### src/hw/rtl/dwcl_ram.sv
`default_nettype none
module dwcl_ram #(
    parameter int WIDTH = 8,
    parameter int DEPTH = 16
) (
    input  wire logic                     i_clk,
    input  wire logic                     i_we,
    input  wire logic [$clog2(DEPTH)-1:0] i_waddr,
    input  wire logic [WIDTH-1:0]         i_wdata,
    input  wire logic [$clog2(DEPTH)-1:0] i_raddr,
    output logic      [WIDTH-1:0]         o_rdata
);

    logic [WIDTH-1:0] r_mem [DEPTH];

    // One write port and one registered read port.
    always_ff @(posedge i_clk) begin
        if (i_we) begin
            r_mem[i_waddr] <= i_wdata;
        end
        o_rdata <= r_mem[i_raddr];
    end

endmodule
`default_nettype wire

### config.mk
export PLATFORM = sky130hd
export DESIGN_NAME = dwcl_ram
export DESIGN_NICKNAME = d
export VERILOG_FILES = /design/src/hw/rtl/dwcl_ram.sv
export SDC_FILE = /design/constraint.sdc
export NUM_CORES = 1
export LEC_CHECK = 0
export BUFFER_PORTS_ARGS = -buffer_cell sky130_fd_sc_hd__buf_2
export CAP_MARGIN = 10
export CELL_PAD_IN_SITES_DETAIL_PLACEMENT = 1
export CELL_PAD_IN_SITES_GLOBAL_PLACEMENT = 1
export CORE_ASPECT_RATIO = 0.75
export CORE_MARGIN = 3
export CORE_UTILIZATION = 30
export DETAILED_ROUTE_END_ITERATION = 6
export PLACE_DENSITY_LB_ADDON = 0.1
export SKIP_LAST_GASP = 1
export SLEW_MARGIN = 40
export SYNTH_ARGS = -nofsm -noshare
export SYNTH_HDL_FRONTEND = slang
export SYNTH_SLANG_ARGS = --single-unit
### constraint.sdc
create_clock -name i_clk -period 1.7 [get_ports i_clk]
set_input_delay 0.17 -clock i_clk [delete_from_list [all_inputs] [get_ports i_clk]]
set_output_delay 0.17 -clock i_clk [all_outputs]
set_load 0.005 [all_outputs]
==> summary.txt <==
N_diodes -> 0
Die H -> 119 um
Most instantiated cells after synthesis -> 128 x edfxtp_1, 18 x mux4_2, 16 x a22oi_1
Crit Path Class -> flip-flop to flip-flop
Number of routed nets with antenna violations -> 0
XOR/XNOR Fraction of Synth Area -> 0%
Warnings, synthesis -> 0
Share of synthesized registers carrying an async set or reset -> 0%
Endpoints failing setup -> 0
Worst-path clk slew -> 0.06 ns
Initial DRC count -> 127
Critical R2R Launch -> r_mem[5][0]
Flops & latches, synth -> 136
Crit-path max FO -> 1
Area of the multi-input gates -> 1060 um2
CP arrival -> 1.72 ns
Worst-case reg-to-reg path depth -> 3
Final core utilization -> 37.8%
CP peak stage delay -> 0.54 ns
GRT Overall Usage -> 13.8%
Via count of the routed design -> 2472
Area leader, netlist -> edfxtp_1
Adder-Cell Fraction of Synth Area -> 0%
Reg2reg end -> o_rdata[0]
Final setup skew -> 0.0102 ns
Register Area -> 4000 um2
Final min period -> 1.43 ns
Synth unique cells -> 19
Period Utilization, post-route -> 84.2%
Top-area cell type share of the netlist area -> 74.7%
# port buffers -> 25
Inst Count DP -> 476
DRT Wirelength -> 12.0 mm
Maximum vdd ir drop -> 0.000601 V
PostCTS Resize Cnt -> 0
Final GP Congestion -> 0.683
Part of the Yosys area used for sequential elements -> 77.8%
EDFF count, synth -> 128
Mapped Avg Cell Area -> 22.5 um2
CP required -> 1.99 ns
Syn nets -> 247
Final Power -> 7.57 mW
Slew @ Worst Pin -> 0.769 ns
CP Cell Sequence -> mux4_1, a22oi_1, nand2_1
Clk_lat worst skew -> 0.42 ns
Final hold slack -> 0.141 ns
Pwr/cell area -> 1220 nW/um2
Endpoint class of the critical path -> flip-flop
Main combinational cell family by area after synthesis -> multiplexers
Slew headroom -> 48.6%
Primary FF master, synth -> edfxtp_1
RSZ-0062 raised after global routing -> no
Remaining Overflow, GRT -> 0
Slowest-stage cell, CP -> mux4_1
Post-synthesis compound-gate area fraction -> 2.33%
First-pass GRT wire length -> 17.9 mm
Fmax -> 698 MHz
Root Driver -> clkbuf_16
Clock sinks -> 136
Hold Fails Final Rpt -> 0
Area Overhead vs Synth -> 20.4%
Post-synthesis mux area share -> 15.0%
# H-tree levels -> 4
FP Rows -> 40
Layout Cells excl Fill -> 507
Final instance area -> 6200 um2
Leak Pwr -> 2.09 nW
Placed inst area -> 5650 um2
Die width -> 157 um
CP Capture Point -> o_rdata[0]
R2R setup slack -> 0.27 ns
Crit path launch type -> flip-flop
Slew Limit Fails -> 0
Core ar. -> 16400 um2
Tightest Hold Check Type -> input pin to flip-flop
Max_cap viols -> 0
Post-DR wirelength/cell -> 23.7 um
Mapped cell area -> 5150 um2
Simple-gate portion of the synthesized area -> 3.18%
Syn Inst Count -> 229
Most frequent cell after synthesis -> edfxtp_1
Ports -> 26
Status -> completed
Clock tree buffer depth -> 2
Top cells by area, synth -> edfxtp_1 75%, mux4_2 7.9%, mux4_1 7.1%
Fraction of layout cells with a size suffix above 1 -> 30.6%
Routed vias/inst -> 4.88
Vias in the first global route -> 2634
Final #Nets -> 303
CP startpoint -> r_mem[5][0]
Die ar. -> 18800 um2
Hold_buf cts -> 0
Initial antenna violation count -> 0
Final HPWL DP -> 7.84 mm
TritonCTS clock tree -> yes
Pin count of the biggest net entering global routing -> 23
CTS buffer count -> 17
Initial core utilization -> 31.4%
Fillers -> 1611
Drt first pass iters -> 4
Post-CTS Setup Inserts -> 0
Remaining DRCs -> 0
## state kept, by name, indices dropped and copies added, names as in the netlist
signal	cells
r_mem	128
o_rdata	8
## final cells by class
class / count / share of cell area (%)
sequential: 136 / 64.6
multi-input combinational: 83 / 17.1
clock buffer: 27 / 8.11
timing repair buffer: 47 / 5.29
tap: 210 / 4.24
clock inverter: 4 / 0.727
## layout by cell type (no fill, tap or decap), drive strengths merged
cell / instances
a22oi: 16
nand2: 9
and2b: 1
or3b: 1
clkbuf: 27
bufinv: 1
clkinv: 3
and2: 1
nand3: 1
edfxtp: 128
nor3: 4
nand3b: 2
mux4: 32
buf: 47
nand2b: 2
nor2: 13
dfxtp: 8
nor2b: 1
## stage by stage
step / TNS (ns) / setup WS (ns)
2_1_floorplan: 0 / 0.0371
4_1_cts: 0 / 0.252
3_5_place_dp: -0.0547 / -0.0351
6_report: 0 / 0.268
3_3_place_gp: -0.0233 / -0.0233
5_1_grt: 0 / 0.185
## per-layer routing
| layer | wire length (um) | share of wire [%] | global-route usage (%) | vias up |
|---|---|---|---|---|
| li1 | - | - | - | 1084 |
| met1 | 5910 | 49 | 20.5 | 1310 |
| met2 | 5340 | 44 | 19.2 | 64 |
| met3 | 601 | 5.0 | 3.41 | 14 |
| met4 | 172 | 1.4 | 5.91 | 0 |
| met5 | 0 | 0 | 0 | - |
## cells by family after synthesis
logic type             count (synthesis)
AOI/OAI and AO/OA                     16
and+or+nand+nor                       35
DFF                                  136
muxes                                 32
buffers and inverters                 10
## power by group
| part | internal [mW] | switching, mW |
|---|---|---|
| clock | 2.15 | 1.27 |
| combinational | 0.158 | 0.214 |
| sequential | 3.75 | 0.0262 |
| total | 6.06 | 1.51 |
## worst max-delay path: cells and delay by family, from the launching register on
family	cells	cell delay, ns
flops	1	0.35
compound gates	1	0.31
mux	1	0.54
simple gates	1	0.10
## how the worst min path moves through the flow
stage	from	end	slack (ns)	depth (start not counted)
final	i_wdata[6]	r_mem[15][6]	0.14	1
after global routing	i_wdata[5]	r_mem[14][5]	0.15	1
after CTS	i_wdata[5]	r_mem[15][5]	0.12	1
after detailed placement	o_rdata[2]	o_rdata[2]	0.55	1
after global placement	o_rdata[2]	o_rdata[2]	0.56	1
after floorplan	i_wdata[0]	r_mem[0][0]	0.27	0
Power figures use the tool's default switching activity.
