[src/hw/rtl/dwcl_pkg.sv]
`default_nettype none
package dwcl_pkg;

    // Store size and field widths.
    localparam int MAX_ATOMS = 1024;
    localparam int AW        = $clog2(MAX_ATOMS);
    localparam int CW        = AW + 1;
    localparam int POS_W     = 24;
    localparam int FRM_W     = 10;
    localparam int CUT_W     = 48;
    localparam int DIFF_W    = POS_W + 1;
    localparam int SQ_W      = 2 * DIFF_W;
    localparam int D2_W      = SQ_W + 2;
    localparam int CFG_DW    = 64;
    localparam int CFG_AW    = 6;

    // Pipeline depths of the scan and relabel passes.
    localparam int SCAN_LAT    = 5;
    localparam int RELABEL_LAT = 2;

    // Epoch value that never matches a live atom count.
    localparam logic [CW-1:0] EPOCH_CLR = '1;

    // Reset values of the cutoff registers.
    localparam logic [CUT_W-1:0] CUT_A_RST = CUT_W'(128451);
    localparam logic [CUT_W-1:0] CUT_B_RST = CUT_W'(94372);
    localparam logic [CUT_W-1:0] CUT_M_RST = CUT_W'(110756);

    // Register indexes.
    localparam logic [2:0] REG_CUT_A  = 3'd0;
    localparam logic [2:0] REG_CUT_B  = 3'd1;
    localparam logic [2:0] REG_CUT_M  = 3'd2;
    localparam logic [2:0] REG_WINDOW = 3'd3;
    localparam logic [2:0] REG_KEEP   = 3'd4;

    // Function and status codes.
    localparam logic       FUNC_ADD   = 1'b0;
    localparam logic [1:0] ST_OK      = 2'd0;
    localparam logic [1:0] ST_FULL    = 2'd1;
    localparam logic [1:0] ST_BADIDX  = 2'd2;

    typedef enum logic [2:0] {
        S_CLEAR,
        S_IDLE,
        S_SCAN,
        S_RELABEL,
        S_STORE,
        S_QRY1,
        S_QRY2
    } t_state;

    // One stored atom.
    typedef struct packed {
        logic             kind;
        logic [FRM_W-1:0] frame;
        logic [POS_W-1:0] x;
        logic [POS_W-1:0] y;
        logic [POS_W-1:0] z;
    } t_atom;

    // Per-cluster record, kept at the cluster's label.
    typedef struct packed {
        logic [CW-1:0]    size;
        logic [FRM_W-1:0] minf;
    } t_clu;

    // The new atom and the link limits, as seen by the distance unit.
    typedef struct packed {
        t_atom            atom;
        logic [CUT_W-1:0] cut_a;
        logic [CUT_W-1:0] cut_b;
        logic [CUT_W-1:0] cut_m;
        logic [FRM_W-1:0] window;
    } t_probe;

endpackage
`default_nettype wire

[src/hw/rtl/dwcl_dist.sv]
`default_nettype none
module dwcl_dist (
    input  wire logic                  i_clk,
    input  wire logic                  i_rst_n,
    input  wire logic                  i_vld,
    input  wire dwcl_pkg::t_atom       i_atom,
    input  wire logic [dwcl_pkg::AW-1:0] i_label,
    input  wire dwcl_pkg::t_probe      i_probe,
    output logic                       o_vld,
    output logic                       o_link,
    output logic [dwcl_pkg::AW-1:0]    o_label
);
    import dwcl_pkg::*;

    logic signed [DIFF_W-1:0] dx, dy, dz;
    logic [DIFF_W-1:0]        ax, ay, az;
    logic [CUT_W-1:0]         cut;
    logic [FRM_W-1:0]         fd;

    logic                     r_v1, r_v2;
    logic [DIFF_W-1:0]        r_ax, r_ay, r_az;
    logic [CUT_W-1:0]         r_cut1, r_cut2;
    logic                     r_fok1, r_fok2;
    logic [AW-1:0]            r_lbl1, r_lbl2;
    logic [SQ_W-1:0]          r_sx, r_sy, r_sz;
    logic [D2_W-1:0]          d2;

    // Stage one: coordinate differences, cutoff choice and frame test.
    always_comb begin
        dx = $signed({i_probe.atom.x[POS_W-1], i_probe.atom.x})
           - $signed({i_atom.x[POS_W-1], i_atom.x});
        dy = $signed({i_probe.atom.y[POS_W-1], i_probe.atom.y})
           - $signed({i_atom.y[POS_W-1], i_atom.y});
        dz = $signed({i_probe.atom.z[POS_W-1], i_probe.atom.z})
           - $signed({i_atom.z[POS_W-1], i_atom.z});
        ax = dx[DIFF_W-1] ? DIFF_W'(-dx) : DIFF_W'(dx);
        ay = dy[DIFF_W-1] ? DIFF_W'(-dy) : DIFF_W'(dy);
        az = dz[DIFF_W-1] ? DIFF_W'(-dz) : DIFF_W'(dz);
        if (!i_probe.atom.kind && !i_atom.kind) begin
            cut = i_probe.cut_a;
        end else if (i_probe.atom.kind && i_atom.kind) begin
            cut = i_probe.cut_b;
        end else begin
            cut = i_probe.cut_m;
        end
        fd = (i_probe.atom.frame > i_atom.frame) ? i_probe.atom.frame - i_atom.frame
                                                 : i_atom.frame - i_probe.atom.frame;
    end

    // Stage three: sum of squares against the cutoff.
    assign d2 = {2'b00, r_sx} + {2'b00, r_sy} + {2'b00, r_sz};

    always_ff @(posedge i_clk) begin
        if (!i_rst_n) begin
            r_v1  <= 1'b0;
            r_v2  <= 1'b0;
            o_vld <= 1'b0;
        end else begin
            r_v1  <= i_vld;
            r_v2  <= r_v1;
            o_vld <= r_v2;
        end
        r_ax    <= ax;
        r_ay    <= ay;
        r_az    <= az;
        r_cut1  <= cut;
        r_fok1  <= (fd <= i_probe.window);
        r_lbl1  <= i_label;
        // Stage two: the three squares.
        r_sx    <= r_ax * r_ax;
        r_sy    <= r_ay * r_ay;
        r_sz    <= r_az * r_az;
        r_cut2  <= r_cut1;
        r_fok2  <= r_fok1;
        r_lbl2  <= r_lbl1;
        o_link  <= r_fok2 && (d2 < {{(D2_W-CUT_W){1'b0}}, r_cut2});
        o_label <= r_lbl2;
    end

endmodule
`default_nettype wire

[config.mk]
export PLATFORM = sky130hd
export DESIGN_NAME = dwcl_dist
export DESIGN_NICKNAME = d
export VERILOG_FILES = /design/src/hw/rtl/dwcl_pkg.sv /design/src/hw/rtl/dwcl_dist.sv
export SDC_FILE = /design/constraint.sdc
export NUM_CORES = 2
export LEC_CHECK = 0
export BUFFER_PORTS_ARGS = -buffer_cell sky130_fd_sc_hd__buf_2
export CORE_MARGIN = 2
export CORE_UTILIZATION = 37
export DETAILED_ROUTE_END_ITERATION = 10
export PLACE_DENSITY = 0.6
export SLEW_MARGIN = 20
export SYNTH_ARGS = -nofsm -noshare
export SYNTH_HDL_FRONTEND = slang
export SYNTH_SLANG_ARGS = --single-unit
[constraint.sdc]
create_clock -name i_clk -period 7.6 [get_ports i_clk]
set_clock_uncertainty 0.1 [all_clocks]
set_input_delay 1.14 -clock i_clk [delete_from_list [all_inputs] [get_ports i_clk]]
set_output_delay 1.14 -clock i_clk [all_outputs]
set_load 0.05 [all_outputs]
==> flow_summary.json <==
{
  "final_nets": 11000,
  "slowest_stage": "fa_1",
  "tns_ns": 0,
  "worstPathArrival_ns": 7.76,
  "cts_tree": "built",
  "ys_types": 103,
  "worstPathRequired_ns": 8.02,
  "tightest_slew_ns": 1.04,
  "min_path_type": "reg2reg",
  "slew_headroom": 0.302,
  "reg2reg_from": "r_ax[13]$_DFF_P_",
  "timing.critical_path.slowest_cell_delay_ns": 0.59,
  "cp-end-kind": "flop",
  "antenna_left": 0,
  "synth-main-ff-cell": "dfxtp_1",
  "multi_input_area_um2": 57400,
  "numCtsBuffers": 44,
  "drt-vias-per-instance": 4.81,
  "hpwl_mm": 163,
  "chipHeight_um": 450,
  "ys.warnings.count": 0,
  "cts_hold_buf": 0,
  "syn_inst": 8140,
  "finalHoldViolations": 0,
  "seqCellArea_um2": 7130,
  "first_global_vias": 59000,
  "fp.dieW_um": 450,
  "row_count": 163,
  "path_class": "reg2reg",
  "fin_crit_sh": 0.965,
  "drt_iter0_drc": 2640,
  "cts_sinks": 354,
  "crit_top_cell": "fa_1",
  "grt_max_degree": 97,
  "root_buffer": "clkbuf_16",
  "path_cells": "buf_4 -> nand2_1 -> fa_1 -> inv_1 -> fa_1 -> fa_1 -> inv_1 -> fa_1 -> inv_1 -> fa_1 -> fa_1 -> inv_1 -> fa_1 -> inv_1 -> ha_1 -> nor2b_1 -> o21ai_0 -> nand2b_1 -> a221o_1 -> o41a_1 -> a41oi_1 -> o31a_1 -> o21bai_1 -> xor2_1",
  "synth_area_um2": 73600,
  "io_buffers": 344,
  "htreeDepth": 2,
  "period_needed_ns": 7.34,
  "setup_viol": 0,
  "max-cap-violations": 0,
  "grt.overflow.total": 0,
  "grt_pass1_wl_mm": 308,
  "slew_viol_final": 0,
  "clock_latency_ns": 0.66,
  "drc": 0,
  "drive_gt1_frac": 0.0862,
  "ys_ff_latch": 354,
  "core_region_area_um2": 198000,
  "wirelength_mm": 187,
  "start_util": 0.373,
  "drtPass1Iterations": 5,
  "areaGrowthSynthToFinish_pct": 10.1,
  "seq_area_frac_synth": 0.0962,
  "placed_cell_area_um2": 79300,
  "cp_num_buf_inv": 6,
  "pin_count": 345,
  "vias": 53800,
  "cp_top_family": "adder cells",
  "syn-mean-instance-area_um2": 9.05,
  "gp_congestion": 0.900,
  "max_freq_ghz": 0.136,
  "rrSetupSlack_ns": 0.26,
  "cts.clk_slew.worst_paths_ns": 0.07,
  "postSynth.asyncResetShare": 0,
  "synth_edf_count": 0,
  "grtUsageTotal": 0.189,
  "min-delay-start": "r_cut1[44]$_DFF_P_",
  "die-area_um2": 203000,
  "cts_max_path_buffers": 3,
  "status": "completed",
  "fillers": 19500,
  "stdcell_area_um2": 81100,
  "layout_common_cells": "2221 x inv_1, 1453 x fa_1, 753 x ha_1, 625 x nand2_1, 376 x and2_1",
  "antenna_found_initial": 10,
  "path_max_fanout": 19,
  "setup.worst_path.start": "r_ax[13]$_DFF_P_",
  "wl_per_cell_um": 16.7,
  "mostFrequentLayoutCell": "inv_1",
  "cp-start-kind": "flop"
}
## final timing paths
| kind | end | depth (start not counted) |
|---|---|---|
| worst max-delay path | r_sx[42]$_DFF_P_ | 24 |
| worst min-delay path | r_cut2[44]$_DFF_P_ | 0 |
| worst max register to register | r_sx[42]$_DFF_P_ | 24 |
| worst min register to register | r_cut2[44]$_DFF_P_ | 0 |
## cells in the mapped netlist, types with 11 or more instances
cell	n	share of area
a31oi_1	46	0.0039
o21ai_0	127	0.0086
xnor2_1	214	0.025
xor2_1	118	0.014
a211oi_1	80	0.0082
fa_1	1453	0.40
mux2i_1	61	0.0083
clkbuf_1	230	0.012
nand3_1	69	0.0047
ha_1	754	0.13
nand2b_1	37	0.0031
inv_1	2221	0.11
o21a_1	41	0.0042
and2_1	376	0.032
a21oi_1	329	0.022
a21o_1	176	0.018
and4_1	13	0.0015
dfxtp_1	354	0.096
o21bai_1	38	0.0039
nand2_1	625	0.032
nand4_1	47	0.0040
nor4_1	11	0.00093
nor2b_1	107	0.0091
nor3_1	45	0.0031
o211ai_1	17	0.0017
o31ai_1	18	0.0018
or2_2	14	0.0012
and3_1	33	0.0028
nor2_1	254	0.013
or3_1	13	0.0011
a21boi_0	11	0.0011
## cells by family after synthesis
logic type,count (synthesis),share of synthesized area
flip-flops,354,0.0962
AND/OR/NAND/NOR,1701,0.116
buffers and inverters,2463,0.126
other,2,0.000102
XOR/XNOR,332,0.0395
AO/OA/AOI/OAI,1011,0.0898
adder cells (fa/ha/maj),2207,0.523
multiplexers,70,0.00967
## layer usage
layer | track usage | share of wire
met1 | 0.242 | 0.43
met2 | 0.336 | 0.50
met3 | 0.0201 | 0.043
met4 | 0.0525 | 0.029
met5 | 0 | 0.00011
## worst register-to-register path, delay by kind of cell, from the launching register on
family | cells | cell delay, ns
AO/OA/AOI/OAI | 6 | 1.68
XOR/XNOR | 1 | 0.15
buffers and inverters | 6 | 0.58
adder cells (fa/ha/maj) | 8 | 3.88
flip-flops | 1 | 0.43
AND/OR/NAND/NOR | 3 | 0.42
## flip-flops by register name, summed over array words and instances (netlist names), 25 cells and up
signal  cells
r_sy       49
r_ax       25
r_az       25
r_sz       49
r_cut1     48
r_cut2     48
r_ay       25
r_sx       49
## area by class of cell
cell class	instances	share of cell area
clock buffer	54	0.0148
inverter	2221	0.103
sequential	354	0.0880
multi-input combinational	5324	0.708
clock inverter	25	0.00440
antenna	9	0.000278
timing repair buffer	541	0.0408
tap	2640	0.0407
## through the flow
| step | hold WS (ns) | util | instances | setup WS [ns] |
|---|---|---|---|---|
| final | 0.210 | 0.410 | 11200 | 0.263 |
| after global routing | 0.224 | 0.410 | 11200 | -0.00110 |
| after CTS | 0.210 | 0.409 | 11200 | 0.0523 |
| after detailed placement | 0.212 | 0.401 | 11100 | -0.0410 |
| after global placement | 0.211 | 0.401 | 11100 | 0.0255 |
| after floorplan | 0.210 | - | 8141 | 0.168 |
## what timing repair did
action	4_1_cts	5_1_grt
resized for setup	6	61
endpoints found under the setup margin	2	33
buffers inserted	0	1
pin swaps	0	3
cloned	0	1
Power is not shown: default switching activity piles up to over one toggle a cycle in this logic, so the estimate is an artifact.
